## config.mk

```make
export PLATFORM = sky130hd
export DESIGN_NAME = carrier_prefix_lpm_table
export DESIGN_NICKNAME = d
export VERILOG_FILES = /design/src/rtl/core/cplt_pkg.sv /design/src/rtl/core/cplt_cell.sv /design/src/rtl/core/carrier_prefix_lpm_table.sv
export SDC_FILE = /design/constraint.sdc
export NUM_CORES = 2
export LEC_CHECK = 0
export BUFFER_PORTS_ARGS = -buffer_cell sky130_fd_sc_hd__buf_2
export CORE_ASPECT_RATIO = 1.5
export CORE_MARGIN = 3
export CORE_UTILIZATION = 43
export DETAILED_ROUTE_END_ITERATION = 8
export PLACE_DENSITY_LB_ADDON = 0.08
export SETUP_SLACK_MARGIN = 0.05
export SLEW_MARGIN = 20
export SYNTH_ARGS = -nofsm -noshare
export SYNTH_HDL_FRONTEND = slang
export SYNTH_SLANG_ARGS = --single-unit
```

## constraint.sdc

```tcl
create_clock -name clock -period 17 [get_ports clock]
set_clock_uncertainty 0.1 [all_clocks]
set_input_delay 2.55 -clock clock [delete_from_list [all_inputs] [get_ports clock]]
set_output_delay 2.55 -clock clock [all_outputs]
set_load 0.01 [all_outputs]
```

## src/rtl/core/cplt_pkg.sv

```systemverilog
// Shared types and constants for the carrier prefix table.
`timescale 1ns / 1ps

package cplt_pkg;

   localparam int PREFIX_ENTRIES = 16;
   localparam int COUNT_W        = $clog2(PREFIX_ENTRIES + 1);
   localparam int ADDR_W         = 32;
   localparam int CARRIER_W      = 8;

   typedef enum logic [1:0] {
      ACTION_LOOKUP = 2'd0,
      ACTION_ADD    = 2'd1,
      ACTION_FLUSH  = 2'd2
   } action_type;

   typedef enum logic [1:0] {
      STATUS_OK      = 2'd0,
      STATUS_INVALID = 2'd1,
      STATUS_FULL    = 2'd2
   } status_type;

   typedef enum logic {
      ST_IDLE,
      ST_SEARCH
   } state_type;

   // Per-cell control from the table controller.
   typedef struct packed {
      logic live;    // cell holds an entry below the fill count
      logic write;   // load the entry offered on the write bus
   } cell_ctrl_type;

   typedef struct packed {
      logic [ADDR_W-1:0]    network;
      logic [ADDR_W-1:0]    mask;
      logic [CARRIER_W-1:0] carrier;
   } entry_type;

   // Lookup in flight along the row of cells.
   typedef struct packed {
      logic                 valid;
      logic [ADDR_W-1:0]    addr;
      logic [ADDR_W-1:0]    best;
      logic [CARRIER_W-1:0] answer;
   } token_type;

endpackage

```

## src/rtl/core/cplt_cell.sv

```systemverilog
// One table entry with its stage of the lookup walk.
`timescale 1ns / 1ps

module cplt_cell (
   input  logic                   clock,
   input  logic                   reset,
   input  cplt_pkg::cell_ctrl_type ctrl,
   input  cplt_pkg::entry_type    wr_entry,
   input  cplt_pkg::token_type    tok_in,
   output cplt_pkg::token_type    tok_out
);
   import cplt_pkg::*;

   entry_type entry_ff;
   token_type tok_ff;
   token_type tok_in_next;
   logic      hit;

   // A later entry wins on equal masks, hence the greater-or-equal compare.
   assign hit = ctrl.live && ((tok_in.addr & entry_ff.mask) == entry_ff.network) &&
                (entry_ff.mask >= tok_in.best);

   always_comb begin
      tok_in_next = tok_in;
      if (hit) begin
         tok_in_next.best   = entry_ff.mask;
         tok_in_next.answer = entry_ff.carrier;
      end
   end

   always_ff @(posedge clock) begin
      if (ctrl.write) begin
         entry_ff <= wr_entry;
      end
   end

   always_ff @(posedge clock) begin
      if (reset) begin
         tok_ff.valid <= 1'b0;
      end else begin
         tok_ff.valid <= tok_in.valid;
      end
      tok_ff.addr   <= tok_in_next.addr;
      tok_ff.best   <= tok_in_next.best;
      tok_ff.answer <= tok_in_next.answer;
   end

   assign tok_out = tok_ff;

endmodule

```

## src/rtl/core/carrier_prefix_lpm_table.sv

```systemverilog
// Top level of the carrier prefix table: controller and row of entry cells.
`timescale 1ns / 1ps

// Longest-prefix table of PREFIX_ENTRIES entries, one entry per cell in a row.
// An add or flush item is finished at once, and a lookup walks the row one cell
// per cycle. A new item is taken only when the table is idle and the pending
// stage is empty. One item is worked on at a time, while a finished result may
// still wait in the output register. The no-match carrier may be written at any
// time the table is idle; the write port is always ready.
module carrier_prefix_lpm_table (
   input  logic        clock,
   input  logic        reset,
   // Request item.
   input  logic        req_tvalid,
   output logic        req_tready,
   // [31:0] lookup_address, [63:32] prefix_network, [95:64] prefix_mask,
   // [103:96] carrier_tag
   input  logic [103:0] req_tdata,
   // [1:0] action
   input  logic [1:0]  req_tuser,
   // Response item.
   output logic        rsp_tvalid,
   input  logic        rsp_tready,
   // [7:0] carrier
   output logic [7:0]  rsp_tdata,
   // [1:0] status
   output logic [1:0]  rsp_tuser,
   // No-match carrier register write.
   input  logic        csr_valid,
   output logic        csr_ready,
   input  logic [7:0]  csr_data
);
   import cplt_pkg::*;

   state_type            state_ff, state_in;
   logic [COUNT_W-1:0]   count_ff, count_in;
   logic [CARRIER_W-1:0] no_match_ff;

   logic                 pend_valid_ff, pend_valid_in;
   logic [CARRIER_W-1:0] pend_carrier_ff, pend_carrier_in;
   status_type           pend_status_ff, pend_status_in;

   logic                 rsp_valid_ff, rsp_valid_in;
   logic [CARRIER_W-1:0] rsp_carrier_ff;
   status_type           rsp_status_ff;

   logic                 accept;
   logic                 launch;
   logic                 add_ok;
   logic                 pend_load;
   logic                 pend_move;
   logic                 table_full;
   status_type           cmd_status;
   action_type           action;

   logic [ADDR_W-1:0]    lookup_address;
   logic [ADDR_W-1:0]    prefix_network;
   logic [ADDR_W-1:0]    prefix_mask;
   logic [CARRIER_W-1:0] carrier_tag;

   entry_type            wr_entry;
   cell_ctrl_type        ctrl [PREFIX_ENTRIES];
   token_type            tok [PREFIX_ENTRIES+1];

   assign lookup_address = req_tdata[31:0];
   assign prefix_network = req_tdata[63:32];
   assign prefix_mask    = req_tdata[95:64];
   assign carrier_tag    = req_tdata[103:96];
   assign action         = action_type'(req_tuser);

   assign accept     = req_tvalid && req_tready;
   assign table_full = (count_ff == COUNT_W'(PREFIX_ENTRIES));

   // Next state.
   always_comb begin
      state_in = state_ff;
      unique case (state_ff)
         ST_IDLE: begin
            if (launch) begin
               state_in = ST_SEARCH;
            end
         end
         ST_SEARCH: begin
            if (tok[PREFIX_ENTRIES].valid) begin
               state_in = ST_IDLE;
            end
         end
         default: state_in = ST_IDLE;
      endcase
   end

   // Controller outputs.
   always_comb begin
      req_tready = 1'b0;
      unique case (state_ff)
         ST_IDLE:   req_tready = !pend_valid_ff;
         ST_SEARCH: req_tready = 1'b0;
         default:   req_tready = 1'b0;
      endcase
   end

   assign launch = accept && (action == ACTION_LOOKUP);

   // Add, flush and unused actions finish at once.
   always_comb begin
      cmd_status = STATUS_OK;
      add_ok     = 1'b0;
      count_in   = count_ff;
      unique case (action)
         ACTION_LOOKUP: cmd_status = STATUS_OK;
         ACTION_ADD: begin
            if ((prefix_mask == '0) || (carrier_tag == '0)) begin
               cmd_status = STATUS_INVALID;
            end else if (table_full) begin
               cmd_status = STATUS_FULL;
            end else begin
               add_ok = accept;
               if (accept) begin
                  count_in = count_ff + 1'b1;
               end
            end
         end
         ACTION_FLUSH: begin
            if (accept) begin
               count_in = '0;
            end
         end
         default: cmd_status = STATUS_INVALID;
      endcase
   end

   assign wr_entry.network = prefix_network & prefix_mask;
   assign wr_entry.mask    = prefix_mask;
   assign wr_entry.carrier = carrier_tag;

   assign tok[0].valid  = launch;
   assign tok[0].addr   = lookup_address;
   assign tok[0].best   = '0;
   assign tok[0].answer = no_match_ff;

   for (genvar i = 0; i < PREFIX_ENTRIES; i++) begin : g_cell
      assign ctrl[i].live  = (count_ff > COUNT_W'(i));
      assign ctrl[i].write = add_ok && (count_ff == COUNT_W'(i));

      cplt_cell u_cell (
         .clock    (clock),
         .reset    (reset),
         .ctrl     (ctrl[i]),
         .wr_entry (wr_entry),
         .tok_in   (tok[i]),
         .tok_out  (tok[i+1])
      );
   end

   // The pending stage holds a finished result until the output register frees.
   assign pend_load = (accept && !launch) || tok[PREFIX_ENTRIES].valid;
   assign pend_move = pend_valid_ff && (!rsp_valid_ff || rsp_tready);

   always_comb begin
      pend_valid_in   = pend_valid_ff;
      pend_carrier_in = pend_carrier_ff;
      pend_status_in  = pend_status_ff;
      if (pend_load) begin
         pend_valid_in = 1'b1;
         if (tok[PREFIX_ENTRIES].valid) begin
            pend_carrier_in = tok[PREFIX_ENTRIES].answer;
            pend_status_in  = STATUS_OK;
         end else begin
            pend_carrier_in = '0;
            pend_status_in  = cmd_status;
         end
      end else if (pend_move) begin
         pend_valid_in = 1'b0;
      end
   end

   always_comb begin
      rsp_valid_in = rsp_valid_ff;
      if (pend_move) begin
         rsp_valid_in = 1'b1;
      end else if (rsp_tready) begin
         rsp_valid_in = 1'b0;
      end
   end

   always_ff @(posedge clock) begin
      if (reset) begin
         state_ff      <= ST_IDLE;
         count_ff      <= '0;
         no_match_ff   <= '0;
         pend_valid_ff <= 1'b0;
         rsp_valid_ff  <= 1'b0;
      end else begin
         state_ff      <= state_in;
         count_ff      <= count_in;
         pend_valid_ff <= pend_valid_in;
         rsp_valid_ff  <= rsp_valid_in;
         if (csr_valid && csr_ready) begin
            no_match_ff <= csr_data;
         end
      end
   end

   always_ff @(posedge clock) begin
      pend_carrier_ff <= pend_carrier_in;
      pend_status_ff  <= pend_status_in;
      if (pend_move) begin
         rsp_carrier_ff <= pend_carrier_ff;
         rsp_status_ff  <= pend_status_ff;
      end
   end

   assign csr_ready  = 1'b1;
   assign rsp_tvalid = rsp_valid_ff;
   assign rsp_tdata  = rsp_carrier_ff;
   assign rsp_tuser  = rsp_status_ff;

endmodule

```

==> flow_summary.yaml <==
status:
  status: "finished clean"
synth:
  synthTopCellsByArea: "edfxtp_1 41%, dfxtp_1 26%, ha_1 7.1%"
  synthArstFlopShare_pct: 0
  syn_area_um2: 85900
  syn_avg_cell_area_um2: 14.2
  synthCells: 6065
  yosysSeqAreaShare_pct: 67.1
  synth-edff-count: 1172
  yosysTopAreaCellShare_pct: 41.0
  synth-main-ff-cell: "edfxtp_1"
  synth_top_cell_by_area: "edfxtp_1"
  synth_fp_nets: 6669
  synth_seq_cells: 2292
  synth_cell_types: 66
  yosys_warnings: 0
clocking:
  path_clk_slew_ps: 60
  h-tree-depth: 4
  cts_setup_buffers: 0
  hold_buffers: 0
  clockRootBuffer: "clkbuf_16"
  ctsResizeCount: 0
  cts_tree: "built"
  cts_made_buffers: 215
  cts_sinks: 2292
  clock_tree.buffer_depth: 4
  insertion_delay_ps: 870
floorplan:
  ios: 132
  dieWidth_um: 371
  core_um2: 198000
  die_area_um2: 205000
  start_util_pct: 43.4
  die_y_um: 553
  num_rows: 200
grt:
  grt_max_degree: 73
  first_global_vias: 48100
  grt_pass1_wl_mm: 345
  grt.met1_usage_pct: 22.8
  grtUsageMet3_pct: 2.28
  grt_util_met2_pct: 45.5
  antenna_found_initial: 4
  busiest_layer: "met2"
  track_usage_pct: 23.8
  grt_overflow: 0
placement:
  routabilityCongestion: 1.01
  dpl.hpwl_mm: 195
  dp_slack_ps: 9930
  port_buffers: 130
hold_path:
  min_to: "g_cell[11].u_cell.tok_out[58]$_DFF_P_"
  whs_path_depth: 0
  hold_class: "flop to flop"
  hp-start: "g_cell[10].u_cell.tok_out[58]$_DFF_P_"
power_and_ir_drop:
  cellLeakagePower_nw: 36.4
  max-vdd-ir-drop_uv: 79.3
  cellPowerDensity_nw_per_um2: 113
routing:
  ant_nets: 0
  dr_total_vias: 45900
  first_iter_violations: 2341
  routedWlPerCell_um: 26.6
  drt-total-wl_mm: 245
  drc_errors: 0
  vias_per_cell: 4.98
  first_pass_iters: 5
worst_setup_path:
  crit_path_max_fanout: 49
  r2r_start: "count_ff[1]$_SDFFE_PP0P_"
  crit_chain: "buf_2 -> buf_4 -> nor4_1 -> nand4_1 -> o21ai_0 -> or4_1 -> nor2_1 -> and4_4 -> buf_4"
  required_ps: 17410
  slowest_delay_ps: 890
  arrival_ps: 6610
  crit_type: "input port to flop"
  r2r.worst_path.cells: 6
  worst_r2r_endpoint: "g_cell[14].u_cell.entry_ff[13]$_DFFE_PP_"
  crit_path_end_kind: "flop"
  crit_top_cell: "buf_4"
  r2r_setup_slack_ps: 12740
  cp-start-kind: "input port"
  slowest_stage: "o21ai_0"
timing:
  finalCritPeriodShare_pct: 36.5
  setup_violations: 0
  finalHoldViolCount: 0
  rsz0062_at_grt: "false"
  setup_tns_ps: 0
  max_freq_mhz: 161
  fin_crit_ps: 6200
  setup_ws_ps: 10800
  max_slew_margin_pct: 20.7
  worst_pin_slew_ps: 1180
  finalMaxSlewViolations: 0
finish:
  fin_nets: 7013
  syn_to_final_growth_pct: 13.1
  layout_commonest_cell: "edfxtp_1"
  final_cell_mix: "1,172 x edfxtp_1, 1,120 x dfxtp_1, 551 x nand2_1"
  drive_gt1_share_pct: 16.7
flow_run:
  max_cap_viol_count: 0
[synth_stat cells (14+ instances only)]
cell / number
edfxtp_1: 1172
dfxtp_1: 1120
nand2_1: 551
inv_1: 487
ha_1: 485
mux2_2: 469
xor2_1: 312
a21oi_1: 228
nand4_1: 107
and3_1: 89
nor2_1: 82
mux2_4: 80
and2_1: 73
xnor2_1: 68
o21ai_0: 62
a21o_1: 59
nand3_1: 55
buf_2: 52
nor3_1: 38
nor4_1: 36
a211oi_1: 35
and4_1: 35
a221oi_1: 30
and3b_1: 27
mux2_1: 27
o21a_1: 27
o22ai_1: 26
a21boi_0: 25
nand2b_1: 18
nor2b_1: 18
o2111ai_1: 18
o22a_1: 16
a311oi_1: 14
[registers in the layout (all words and copies together), names as in the netlist]
signal,count
pend_carrier_ff,8
rsp_tvalid,1
state_ff,1
g_cell.u_cell.tok_out,1104
pend_status_ff,2
no_match_ff,8
rsp_tuser,2
count_ff,5
rsp_tdata,8
g_cell.u_cell.entry_ff,1152
pend_valid_ff,1
[critical path, delay by kind of cell]
family          cells  cell delay, ps
buf+inv             3             660
compound gates      1             890
simple gates        5            2390
[through the flow]
| stage | utilization (%) | power, mW | hold slack (ps) | std cells | instance area [um^2] |
|---|---|---|---|---|---|
| detailed placement | 45.5 | 6.28 | 235 | 8817 | 90100 |
| finish | 49.0 | 10.9 | 234 | 9216 | 97200 |
| CTS | 49.0 | 11.1 | 239 | 9209 | 97100 |
| global placement | 45.5 | 6.28 | 235 | 8817 | 90100 |
| global route | 49.0 | 11.3 | 245 | 9211 | 97100 |
| floorplan | - | 6.12 | 231 | 6065 | 85900 |
[per-layer routing]
metal	vias up	routed length [um]
met5	-	0
met4	0	24300
met3	516	5610
met2	885	134000
met1	22100	81900
li1	22400	-
[kinds of logic after synthesis]
kind of cell	count (synthesis)	synth area share, %
AND/OR/NAND/NOR	1162	6.76
flip-flops	2292	67.1
XOR/XNOR	380	3.87
other	1	0.00436
AO/OA/AOI/OAI	601	4.64
adder cells (fa/ha/maj)	485	7.06
multiplexers	585	8.00
buffers and inverters	559	2.59
[worst max path at each step]
stage	startpoint	end	slack, ps	depth (start not counted)
final	req_tdata[69]	g_cell[4].u_cell.entry_ff[49]$_DFFE_PP_	10800	9
after global routing	req_tdata[68]	g_cell[12].u_cell.entry_ff[13]$_DFFE_PP_	10710	7
after CTS	req_tdata[68]	g_cell[14].u_cell.entry_ff[13]$_DFFE_PP_	10840	7
after detailed placement	req_tdata[68]	g_cell[14].u_cell.entry_ff[44]$_DFFE_PP_	9930	7
after global placement	req_tdata[68]	g_cell[12].u_cell.entry_ff[12]$_DFFE_PP_	9980	7
after floorplan	req_tdata[93]	g_cell[10].u_cell.entry_ff[0]$_DFFE_PP_	7760	6
[final cells by class]
cell class                      instances  area [um^2]
Antenna cell                            6         15.0
Clock buffer                          299         5960
Clock inverter                         93         1050
Fill cell                           17100       101000
Inverter                              487         1830
Multi-Input combinational cell       3214        26200
Sequential cell                      2292        57600
Tap cell                             2626         3290
Timing Repair Buffer                  199         1180
[where the power goes]
| part | internal (mW) | switching, mW | total, mW |
|---|---|---|---|
| Sequential | 5.89 | 0.0474 | 5.94 |
| Clock | 2.77 | 2.03 | 4.80 |
| Combinational | 0.0569 | 0.154 | 0.211 |
| Total | 8.72 | 2.23 | 10.9 |
(Power assumes the default switching activity.)
